`config.mk`:
```
export PLATFORM = sky130hd
export DESIGN_NAME = hls_ctrl
export DESIGN_NICKNAME = d
export VERILOG_FILES = /design/src/hdl/hls_pkg.sv /design/src/hdl/hls_ctrl.sv
export VERILOG_INCLUDE_DIRS = /design/src /design/src/hdl
export SDC_FILE = /design/constraint.sdc
export NUM_CORES = 1
export LEC_CHECK = 0
export ABC_AREA = 1
export BUFFER_PORTS_ARGS = -buffer_cell sky130_fd_sc_hd__buf_2
export CORE_AREA = 2 2 39 41
export DETAILED_ROUTE_END_ITERATION = 10
export DIE_AREA = 0 0 41 43
export PLACE_DENSITY = 0.79
export SLEW_MARGIN = 10
export SYNTH_ARGS = -nofsm -noshare
export SYNTH_HDL_FRONTEND = slang
export SYNTH_SLANG_ARGS = --single-unit
export TNS_END_PERCENT = 20
```
`constraint.sdc`:
```
create_clock -name clk -period 1.62 [get_ports clk]
set_input_delay 0 -clock clk [delete_from_list [all_inputs] [get_ports clk]]
set_output_delay 0 -clock clk [all_outputs]
set_load 0.01 [all_outputs]
```
`src/hdl/hinge_loss_subgradient_macros.svh`:
```
// Assertion macros for the hinge loss block
`ifndef HINGE_LOSS_SUBGRADIENT_MACROS_SVH
`define HINGE_LOSS_SUBGRADIENT_MACROS_SVH
`ifndef SYNTHESIS
`define HLS_ASSERT_IMP(label, clk, rst_n, ante, cons) \
    label: assert property (@(posedge clk) disable iff (!rst_n) (ante) |-> (cons)) \
        else $error("assertion failed");
`define HLS_ASSERT_NXT(label, clk, rst_n, ante, cons) \
    label: assert property (@(posedge clk) disable iff (!rst_n) (ante) |=> (cons)) \
        else $error("assertion failed");
`else
`define HLS_ASSERT_IMP(label, clk, rst_n, ante, cons)
`define HLS_ASSERT_NXT(label, clk, rst_n, ante, cons)
`endif
`endif

```
`src/hdl/hls_pkg.sv`:
```
package hls_pkg;
    localparam int DimMax = 64;
    localparam int IdxW = 6;
    localparam int SampleCountMax = 65536;
    localparam int CntW = 17;

    typedef enum logic [1:0] {
        CMD_LOAD  = 2'd0,
        CMD_FEAT  = 2'd1,
        CMD_READ  = 2'd2,
        CMD_CLEAR = 2'd3
    } cmd_t;

    typedef struct packed {
        logic [1:0]  cmd;
        logic [IdxW-1:0] elem_index;
        logic signed [15:0] value;
        logic        label_negative;
        logic        last_feature;
    } in_item_t;

    typedef struct packed {
        logic signed [31:0] subgradient_element;
        logic [46:0] risk_sum;
        logic        saturated;
    } out_item_t;

    // controller to datapath
    typedef struct packed {
        logic       latch;     // capture input item
        logic       mac;       // multiply stage for a feature
        logic       acc;       // add product into dot
        logic       finish;    // hinge / risk update, start walk
        logic       walk;      // update one subgradient element
        logic       clr_regs;  // clear accumulators and subgradients
        logic       rd_out;    // load output register
        logic [IdxW-1:0] ptr;
    } dp_cmd_t;

    // datapath to controller
    typedef struct packed {
        logic [1:0] cmd;
        logic       last;
        logic       do_walk;   // hinge nonzero and sample counted
    } dp_stat_t;
endpackage

```
`src/hdl/hls_ctrl.sv`:
```
`include "hinge_loss_subgradient_macros.svh"
module hls_ctrl (
    input  logic clk,
    input  logic rst_n,
    input  logic in_valid,
    output logic in_ready,
    output logic out_valid,
    input  logic out_ready,
    input  hls_pkg::dp_stat_t stat,
    output hls_pkg::dp_cmd_t ctl
);
    typedef enum logic [2:0] {
        S_IDLE, S_DEC, S_MAC, S_ACC, S_FIN, S_WALK, S_CLR, S_RD
    } state_t;

    state_t state_reg;
    logic [5:0] ptr_reg;
    logic out_valid_reg;

    assign in_ready = (state_reg == S_IDLE);
    assign out_valid = out_valid_reg;

    always_comb
    begin
        ctl = '0;
        ctl.ptr = ptr_reg;
        unique case (state_reg)
            S_IDLE: ctl.latch = in_valid;
            S_MAC: ctl.mac = 1'b1;
            S_ACC: ctl.acc = 1'b1;
            S_FIN: ctl.finish = 1'b1;
            S_WALK: ctl.walk = 1'b1;
            S_CLR: ;
            // a read waits here while the output register is still occupied
            S_RD: ctl.rd_out = !out_valid_reg || out_ready;
            S_DEC: ctl.clr_regs = (stat.cmd == hls_pkg::CMD_CLEAR);
        endcase
    end

    // sequencer: one item at a time
    always_ff @(posedge clk or negedge rst_n)
    begin
        if (!rst_n)
        begin
            state_reg <= S_IDLE;
            ptr_reg <= '0;
            out_valid_reg <= 1'b0;
        end
        else
        begin
            out_valid_reg <= ctl.rd_out || (out_valid_reg && !out_ready);
            unique case (state_reg)
                S_IDLE:
                begin
                    if (in_valid && in_ready)
                    begin
                        state_reg <= S_DEC;
                    end
                end
                S_DEC:
                begin
                    ptr_reg <= '0;
                    unique case (hls_pkg::cmd_t'(stat.cmd))
                        hls_pkg::CMD_LOAD: state_reg <= S_IDLE;
                        hls_pkg::CMD_FEAT: state_reg <= S_MAC;
                        hls_pkg::CMD_READ: state_reg <= S_RD;
                        hls_pkg::CMD_CLEAR: state_reg <= S_IDLE;
                    endcase
                end
                S_MAC: state_reg <= S_ACC;
                S_ACC: state_reg <= stat.last ? S_FIN : S_IDLE;
                S_FIN:
                begin
                    state_reg <= S_CLR;
                end
                S_CLR:
                begin
                    state_reg <= stat.do_walk ? S_WALK : S_IDLE;
                end
                S_WALK:
                begin
                    ptr_reg <= ptr_reg + 1'b1;
                    if (ptr_reg == 6'(hls_pkg::DimMax - 1))
                    begin
                        state_reg <= S_IDLE;
                    end
                end
                S_RD:
                begin
                    if (ctl.rd_out)
                    begin
                        state_reg <= S_IDLE;
                    end
                end
                default: state_reg <= S_IDLE;
            endcase
        end
    end

    `HLS_ASSERT_IMP(a_rdy_idle, clk, rst_n, in_ready, state_reg == S_IDLE)
    `HLS_ASSERT_NXT(a_rd_out, clk, rst_n, state_reg == S_RD, out_valid_reg)
    `HLS_ASSERT_IMP(a_walk_only, clk, rst_n, state_reg == S_WALK, stat.do_walk)
endmodule

```
==> results.toml, run 1 <==
[run_status]
outcome = "finished clean"

[setup_path]
required_ps = 1620
slowest_stage = "dfrtp_1"
worstSetupEndpointType = "output pin"
start_kind = "flop"
critical-path-max-stage-delay_ps = 500
path_max_fanout = 8
arrival_ps = 1300
crit_buf_inv = 3
path_cells = "inv_2 -> nor2_2 -> inv_1 -> nor2_1 -> buf_2"
crit_family = "flip-flops"
crit_type = "reg2out"

[routing]
routedWlPerCell_um = 9.66
vias_per_cell = 4.85
remaining_drc_errors = 0
dr_total_vias = 664
wirelength_um = 1320
ant_nets = 0
first_iter_violations = 4
drtPass1Iterations = 3

[min_path]
hold_class = "in2reg"

[cts]
clock_latency_ps = 270
root_buffer = "clkbuf_4"
cts_tree = "built"
cts_max_path_buffers = 2
numCtsBuffers = 3
clk_pin_slew_ps = 70
cts.sink_count = 10
cts_max_level = 1

[layout]
diodes = 0
final_cell_mix = "nand2_1 (23), buf_2 (22), nor2_1 (14)"
layout-drive-gt1-share_pct = 30.6
final_area_um2 = 823
multi_input_area_um2 = 327
syn2layout_area_growth_pct = 28.3
largest_reg_flops = 6
final_common_cell = "nand2_1"
final_nets = 133
fillers = 143
seq_area_um2 = 250

[grt]
antenna_found_initial = 0
globalRoute.totalOverflow = 0
grt_max_degree = 11
grtUsageTotal_pct = 19.2
grt_pass1_wl_um = 2240
first_global_vias = 592

[synth]
synth_top_cell_area_share_pct = 39.0
synth_cell_types = 17
yosysSeqAreaShare_pct = 39.0
netlist_instances = 94
synth_top_cell_by_area = "dfrtp_1"
ys_ff_latch = 10
syn_area_per_cell_um2 = 6.83
syn-num-nets = 105
ys_top_cells_by_area = "dfrtp_1 (39%), nand2_1 (13%), nor2_1 (8.2%)"
yosysWarnings = 0
syn-cell-area_um2 = 642

[floorplanning]
die_h_um = 43
dieArea_um2 = 1760
initial_core_util_pct = 46.4
die_x_um = 41
pin_count = 23
row_count = 14
core_area_um2 = 1380

[sta]
finalSetupViolations = 0
post-route-period-util_pct = 80.2
finalMaxSlewViolations = 0
layout_setup_ws_ps = 321
rsz0062_at_grt = "no"
worst_pin_slew_ps = 277
timing.fmax_mhz = 770
post-route-min-period_ps = 1300
hold_viol_final = 0
timing.slew.headroom_pct = 81.6
fin_skew_ps = 3.49
tns_ps = 0

[job]
drv_cap = 0

[place]
place.detailed.hpwl_um = 1050
pre_cts_slack_ps = 382
port_buffers = 22
routabilityCongestion = 0.743
placed_area_um2 = 767

[pwr]
p_leak_nw = 0.482
p_per_area_nw_per_um2 = 1450
ir_drop_v = 0.000833
==> final timing paths <==
path,startpoint,to,slack (ps),cells past startpoint
max,state_reg[2],ctl[6],320,5
min,stat[1],state_reg[2],40,5
max reg2reg,ptr_reg[0],state_reg[0],370,6
min reg2reg,out_valid,out_valid,550,2
max in group asynchronous,rst_n,ptr_reg[4],1300,2
min in group asynchronous,rst_n,ptr_reg[5],120,2
==> synth_stat cells, drive strengths merged <==
cell   instances
nand4          2
buf            1
or2            1
dfrtp         10
nor3           3
ha             3
inv           16
o21ai          5
a21oi          4
nand3          5
nor2          18
a22o           1
nand2         25
==> where the power goes <==
part           leakage [nW]  total (mW)  switching [mW]  internal (mW)
registers             0.133       0.412          0.0922          0.320
logic                 0.329       0.560           0.344          0.215
clock network        0.0210       0.226          0.0893          0.136
==> tightest hold or removal path, cell delays in order <==
cell and delay, ps:
buf_2 70, nand2_1 40, o21ai_0 60, nor2_1 40
nand2_1 50
==> routing by layer <==
metal	share of wire [%]	vias up	GRT usage, %
met4	0	0	8.00
met2	50	17	29.1
li1	-	348	-
met5	0	-	0
met3	5.0	0	7.85
met1	45	299	23.2
==> per-stage QoR <==
| stage | std cells | hold WS (ps) | utilization, % | total power [mW] |
|---|---|---|---|---|
| after floorplan | 94 | -296 | - | 0.808 |
| after CTS | 137 | 33.2 | 59.5 | 1.22 |
| final | 137 | 36.9 | 59.5 | 1.20 |
| after global placement | 131 | -124 | 55.4 | 0.971 |
| after detailed placement | 131 | -122 | 55.4 | 0.982 |
| after global routing | 137 | 68.2 | 59.5 | 1.33 |
==> cell families (layout without fill, tap and decap cells) <==
family / after synthesis / in the layout / synth area share [%]
adder cells (fa/ha/maj): 3 / 3 / 5.85
AO/OA/AOI/OAI: 10 / 10 / 8.38
AND/OR/NAND/NOR: 54 / 54 / 36.6
flip-flops: 10 / 10 / 39.0
buffers and inverters: 17 / 44 / 10.1
==> cell type report <==
| cell class | instances | share of cell area, % |
|---|---|---|
| sequential | 10 | 30.4 |
| inverter | 16 | 7.29 |
| multi-input combinational | 67 | 39.7 |
| clock buffer | 4 | 4.41 |
| timing repair buffer | 24 | 15.8 |
| tap | 16 | 2.43 |
==> repair_timing <==
action / 4_1_cts / 5_1_grt
endpoints found under the hold margin: 11 / 0
setup buffers: 0 / 0
resized for setup: 0 / 0
hold buffers: 2 / 0
No activity file was read; power rests on OpenSTA's default activity.
==> run 2, diff against run 1 <==
--- a/config.mk
+++ b/config.mk
@@ -8,10 +8,9 @@
 export LEC_CHECK = 0
 export ABC_AREA = 1
 export BUFFER_PORTS_ARGS = -buffer_cell sky130_fd_sc_hd__buf_2
-export CORE_AREA = 2 2 39 41
+export CORE_UTILIZATION = 47
 export DETAILED_ROUTE_END_ITERATION = 10
-export DIE_AREA = 0 0 41 43
-export PLACE_DENSITY = 0.79
+export PLACE_DENSITY = 0.77
 export SLEW_MARGIN = 10
 export SYNTH_ARGS = -nofsm -noshare
 export SYNTH_HDL_FRONTEND = slang
==> constraint.sdc (replaced) <==
create_clock -name clk -period 1.25 [get_ports clk]
set_input_delay 0 -clock clk [delete_from_list [all_inputs] [get_ports clk]]
set_output_delay 0 -clock clk [all_outputs]
set_load 0.01 [all_outputs]
==> run 2 against run 1 <==
Against the previous run: cell count grew 1.5%; non-clock buffer count grew 4; total power rose by 49%; combinational power increased by 68%; largest power group unchanged; utilization grew 16 points; worst hold slack gained 17 ps; sequential power increased by 36%; die area shrank 14%; critical path depth unchanged; register-to-register slack got worse by 310 ps.
==> results.toml, run 2 (synthesized netlist as in run 1, its figures left out) <==
[cts]
cts_max_level = 1
cts.sink_count = 10
cts_max_path_buffers = 2
clock_latency_ps = 260
cts_tree = "built"
cts_setup_buffers = 0
clk_pin_slew_ps = 70
root_buffer = "clkbuf_4"
numCtsBuffers = 3

[routing]
wl_met2_um = 847
drtPass1Iterations = 4
m1WireLength_um = 661
routedWlPerCell_um = 11.4
remaining_drc_errors = 0
ant_nets = 0
first_iter_violations = 17
top_layer = "met4"
vias_per_cell = 5.08
dr_total_vias = 706
wl_met3_um = 51
wirelength_um = 1580

[layout]
layout-drive-gt1-share_pct = 41.6
final_nets = 137
post-route-util_pct = 75.9
fillers = 91
syn2layout_area_growth_pct = 40.4
seq_area_um2 = 254
fin_cells = 139
final_cell_mix = "buf_2 (22), nand2_1 (21), nor2_1 (12)"
largest_reg_flops = 6
final_common_cell = "buf_2"
diodes = 0
multi_input_area_um2 = 373

[place]
post-place-cells = 133
port_buffers = 22
place.detailed.hpwl_um = 1200
routabilityCongestion = 0.738

[setup_path]
r2r-end = "state_reg[0]"
start_kind = "flop"
required_ps = 1250
r2r_cells = 6
regToRegStartpoint = "ptr_reg[1]"
cp-endpoint = "ctl[6]"
critical-path-max-stage-delay_ps = 470
path_cells = "nand2_2 -> nor2_4 -> inv_1 -> nor2_1 -> buf_2"
arrival_ps = 1220
rrSetupSlack_ps = 60
path_max_fanout = 5
crit_type = "reg2out"
startpoint = "state_reg[0]"
slowest_stage = "dfrtp_2"
worstSetupEndpointType = "output pin"

[grt]
grt_max_degree = 11
globalRoute.totalOverflow = 0
antenna_found_initial = 0
grtUsageTotal_pct = 24.5
first_global_vias = 616
grt_pass1_wl_um = 2510

[floorplanning]
dieArea_um2 = 1520
pin_count = 23
die_h_um = 39.0
initial_core_util_pct = 54.1
row_count = 12
core_area_um2 = 1190
die_x_um = 39.0

[pwr]
p_per_area_nw_per_um2 = 1980
p_leak_nw = 0.506
ir_drop_v = 0.00118
power_mw = 1.79

[sta]
finalMaxSlewViolations = 0
rsz0062_at_grt = "yes"
post-route-min-period_ps = 1220
worst_pin_slew_ps = 241
fin_skew_ps = 2.82
tns_ps = 0
whs_ps = 54.1
timing.slew.headroom_pct = 83.9
post-route-period-util_pct = 97.6
timing.fmax_mhz = 820
finalSetupViolations = 0
hold_viol_final = 0

[min_path]
hold_class = "in2reg"

[job]
drv_cap = 0

[run_status]
outcome = "finished clean"
run 2: cell count changes in the layout (fill, tap and decap cells not counted), sizes merged:
cell  previous run  this run
buf             22        26
run 2: repair_timing:
| item | 4_1_cts | 5_1_grt |
|---|---|---|
| endpoints found under the hold margin | 11 | 0 |
| hold buffers | 2 | 0 |
| endpoints found under the setup margin | 0 | 10 |
| gates resized for setup | 0 | 17 |
run 2: how the worst min path moves through the flow:
stage | from | endpoint | slack [ps] | depth (start not counted)
finish | stat[1] | state_reg[2] | 50 | 5
global route | stat[1] | state_reg[2] | 70 | 5
CTS | stat[1] | state_reg[2] | 40 | 5
detailed placement | rst_n | ptr_reg[2] | -120 | 1
global placement | rst_n | ptr_reg[3] | -130 | 1
floorplan | rst_n | out_valid | -300 | 0
run 2: final cells by class:
cell class | instances | area share [%]
Multi-Input combinational cell | 67 | 41.4
Sequential cell | 10 | 28.2
Timing Repair Buffer | 28 | 17.8
Inverter | 16 | 6.67
Clock buffer | 4 | 4.03
Tap cell | 14 | 1.94
run 2: worst max-delay path: cells and delay by family, from the launching register on:
family | cells | cell delay, ps
buffers and inverters | 2 | 190
DFF | 1 | 470
and+or+nand+nor | 3 | 290
run 2: through the flow:
step / cell area (µm²) / setup slack, ps
2_1_floorplan: 642 / 46.3
3_3_place_gp: 795 / 127
3_5_place_dp: 795 / 54.9
4_1_cts: 851 / 8.15
5_1_grt: 901 / -45.1
6_report: 901 / 30.5
run 2: per-layer routing:
layer,up-vias,track usage (%)
li1,354,-
met3,4,3.47
met5,-,0
met1,323,28.4
met2,25,45.0
met4,0,8.62
run 2: where the power goes:
part | switching, mW | internal [mW]
logic | 0.565 | 0.374
clock network | 0.112 | 0.176
registers | 0.136 | 0.424
==> run 3, diff against run 2 <==
--- a/config.mk
+++ b/config.mk
@@ -6,9 +6,9 @@
 export SDC_FILE = /design/constraint.sdc
 export NUM_CORES = 1
 export LEC_CHECK = 0
-export ABC_AREA = 1
 export BUFFER_PORTS_ARGS = -buffer_cell sky130_fd_sc_hd__buf_2
-export CORE_UTILIZATION = 47
+export CORE_MARGIN = 1.5
+export CORE_UTILIZATION = 46
 export DETAILED_ROUTE_END_ITERATION = 10
 export PLACE_DENSITY = 0.77
 export SLEW_MARGIN = 10
==> run 3 against run 2 <==
Against the previous run: the flow now finishes with violations (negative setup slack); area after synthesis down 4.9%; setup slack worse by 140 ps; sequential power down 16%; combinational power up 29%; critical path type is now reg2reg; worst hold slack worse by 52 ps; final area up 14%.
==> results.toml, run 3 <==
[sta]
layout_setup_ws_ps = -109
fin_skew_ps = 2.27
finalMaxSlewViolations = 0
post-route-period-util_pct = 109
finalSetupViolations = 9
timing.slew.headroom_pct = 83.6
hold_viol_final = 0
whs_ps = 2.03
rsz0062_at_grt = "yes"
timing.fmax_mhz = 736
post-route-min-period_ps = 1360
worst_pin_slew_ps = 243

[setup_path]
path_max_fanout = 2
critical-path-max-stage-delay_ps = 360
start_kind = "flop"
path_cells = "ha_2 -> nand3_2 -> or2_4 -> a221oi_4 -> a31oi_1"
crit_type = "reg2reg"
r2r_cells = 5
required_ps = 1390
regToRegStartpoint = "ptr_reg[0]"
r2r-end = "state_reg[2]"
worstSetupEndpointType = "flop"
slowest_stage = "dfrtp_1"
rrSetupSlack_ps = -110
arrival_ps = 1500

[routing]
routedWlPerCell_um = 14.3
dr_total_vias = 706
wirelength_um = 1820
first_iter_violations = 23
drtPass1Iterations = 4
vias_per_cell = 5.56
remaining_drc_errors = 0
ant_nets = 0

[floorplanning]
initial_core_util_pct = 52.1
die_x_um = 39.4
die_h_um = 39.4
pin_count = 23
core_area_um2 = 1170
dieArea_um2 = 1550
row_count = 12

[layout]
final_common_cell = "buf_2"
final_nets = 126
post-route-util_pct = 87.8
fillers = 49
layout-drive-gt1-share_pct = 60.2
largest_reg_flops = 6
final_cell_mix = "buf_2 (22), buf_4 (17), dfrtp_1 (9)"
syn2layout_area_growth_pct = 68.4
diodes = 0
fin_cells = 127

[cts]
cts_max_path_buffers = 2
clk_pin_slew_ps = 70
root_buffer = "clkbuf_4"
numCtsBuffers = 3
cts_tree = "built"
cts_max_level = 1
cts.sink_count = 10
clock_latency_ps = 270

[pwr]
clkPwrFrac_pct = 12.0
p_sw_uw = 771
p_comb_share_pct = 63.3
intPower_mw = 1.14
switching_share_pct = 40.3
seqPwrFrac_pct = 24.7
ir_drop_v = 0.00134
p_leak_nw = 0.532
p_per_area_nw_per_um2 = 1860
power_mw = 1.91

[grt]
grtUsageTotal_pct = 28.5
globalRoute.totalOverflow = 0
first_global_vias = 633
antenna_found_initial = 0
grt_pass1_wl_um = 2750
grt_max_degree = 11

[synth]
synth_edf_count = 0
synth_commonest_cells = "dfrtp_1 (10), nand2_1 (7), a21oi_1 (5), nor2_1 (4), o21ai_0 (4)"
yosys.cell_count.top_type = "dfrtp_1"
synth_cell_types = 28
netlist_instances = 68
yosysWarnings = 0
syn-cell-area_um2 = 611
synth_top_cell_area_share_pct = 41.0
syn-num-nets = 79
syn_area_per_cell_um2 = 8.98
synth_top_cell_by_area = "dfrtp_1"
ys.flop_type = "dfrtp_1"
yosysSeqAreaShare_pct = 41.0
ys_async_sr_fraction_pct = 100
ys_ff_latch = 10
ys_top_cells_by_area = "dfrtp_1 (41%), ha_1 (6.1%), nand2_1 (4.3%)"

[run_status]
outcome = "finished, violations left"
failed_checks = "negative setup slack"

[place]
routabilityCongestion = 0.769
pre_cts_slack_ps = -132
place.detailed.hpwl_um = 1160
port_buffers = 22
post-place-cells = 118

[min_path]
hold_path.startpoint = "out_ready"
hold_class = "in2reg"
worstHoldPathCells = 3
whs_endpoint = "out_valid"

[job]
drv_cap = 0
[run 3: power groups by stage]
stage	sequential [mW]	combinational (mW)	clock, mW
floorplan	0.466	0.508	0
global placement	0.470	0.859	0
detailed placement	0.473	0.881	0
CTS	0.465	1.14	0.238
global route	0.481	1.29	0.255
finish	0.472	1.21	0.229
[run 3: routing by layer]
layer | vias to the layer above | share of wire [%] | track usage (%)
met5 | - | 0 | 0
met4 | 0 | 2.5 | 19.8
met3 | 6 | 5.5 | 5.68
met2 | 35 | 50 | 47.5
met1 | 332 | 42 | 31.9
li1 | 333 | - | -
[run 3: cell type report]
cell class / instances / area (µm²) / area share, %
clock buffer: 3 / 22.5 / 2.19
inverter: 3 / 11.3 / 1.09
multi-input combinational: 51 / 412 / 40.0
sequential: 10 / 251 / 24.5
tap: 14 / 17.5 / 1.70
timing repair buffer: 46 / 314 / 30.5
[run 3: cells by family (layout without fill, tap and decap cells)]
family	Yosys count	in the layout	share of synthesized area (%)
muxes	1	1	1.84
buffers and inverters	7	52	6.15
DFF	10	10	41.0
and+or+nand+nor	30	30	26.6
AOI/OAI and AO/OA	17	17	18.2
adders and majority gates	3	3	6.15
[run 3: repair_timing]
action | in CTS | in global routing
setup endpoints to repair | 12 | 15
resized for setup | 16 | 8
endpoints found under the hold margin | 11 | 0
hold buffers | 2 | 0
pin swaps | 8 | 1
setup buffers | 4 | 0
[run 3: metrics by stage]
step / TNS [ps] / area, µm²
floorplan: -778 / 621
global route: -1120 / 1030
CTS: -376 / 1000
finish: -456 / 1030
global placement: -195 / 857
detailed placement: -354 / 857
[run 3: worst max-delay path by stage]
stage                     startpoint           end  slack [ps]
final                     ptr_reg[0]  state_reg[2]        -110
after detailed placement  ptr_reg[1]  state_reg[2]        -130
after floorplan           ptr_reg[0]  state_reg[2]        -190
after global placement    ptr_reg[1]  state_reg[2]         -80
after CTS                 ptr_reg[0]  state_reg[2]        -100
after global routing      ptr_reg[0]  state_reg[2]        -180
[run 3: worst max-delay path, delay by kind of cell (launching register included)]
kind            cells  cell delay, ps
fa+ha+maj           1             190
flops               1             360
simple gates        2             320
compound gates      2             360
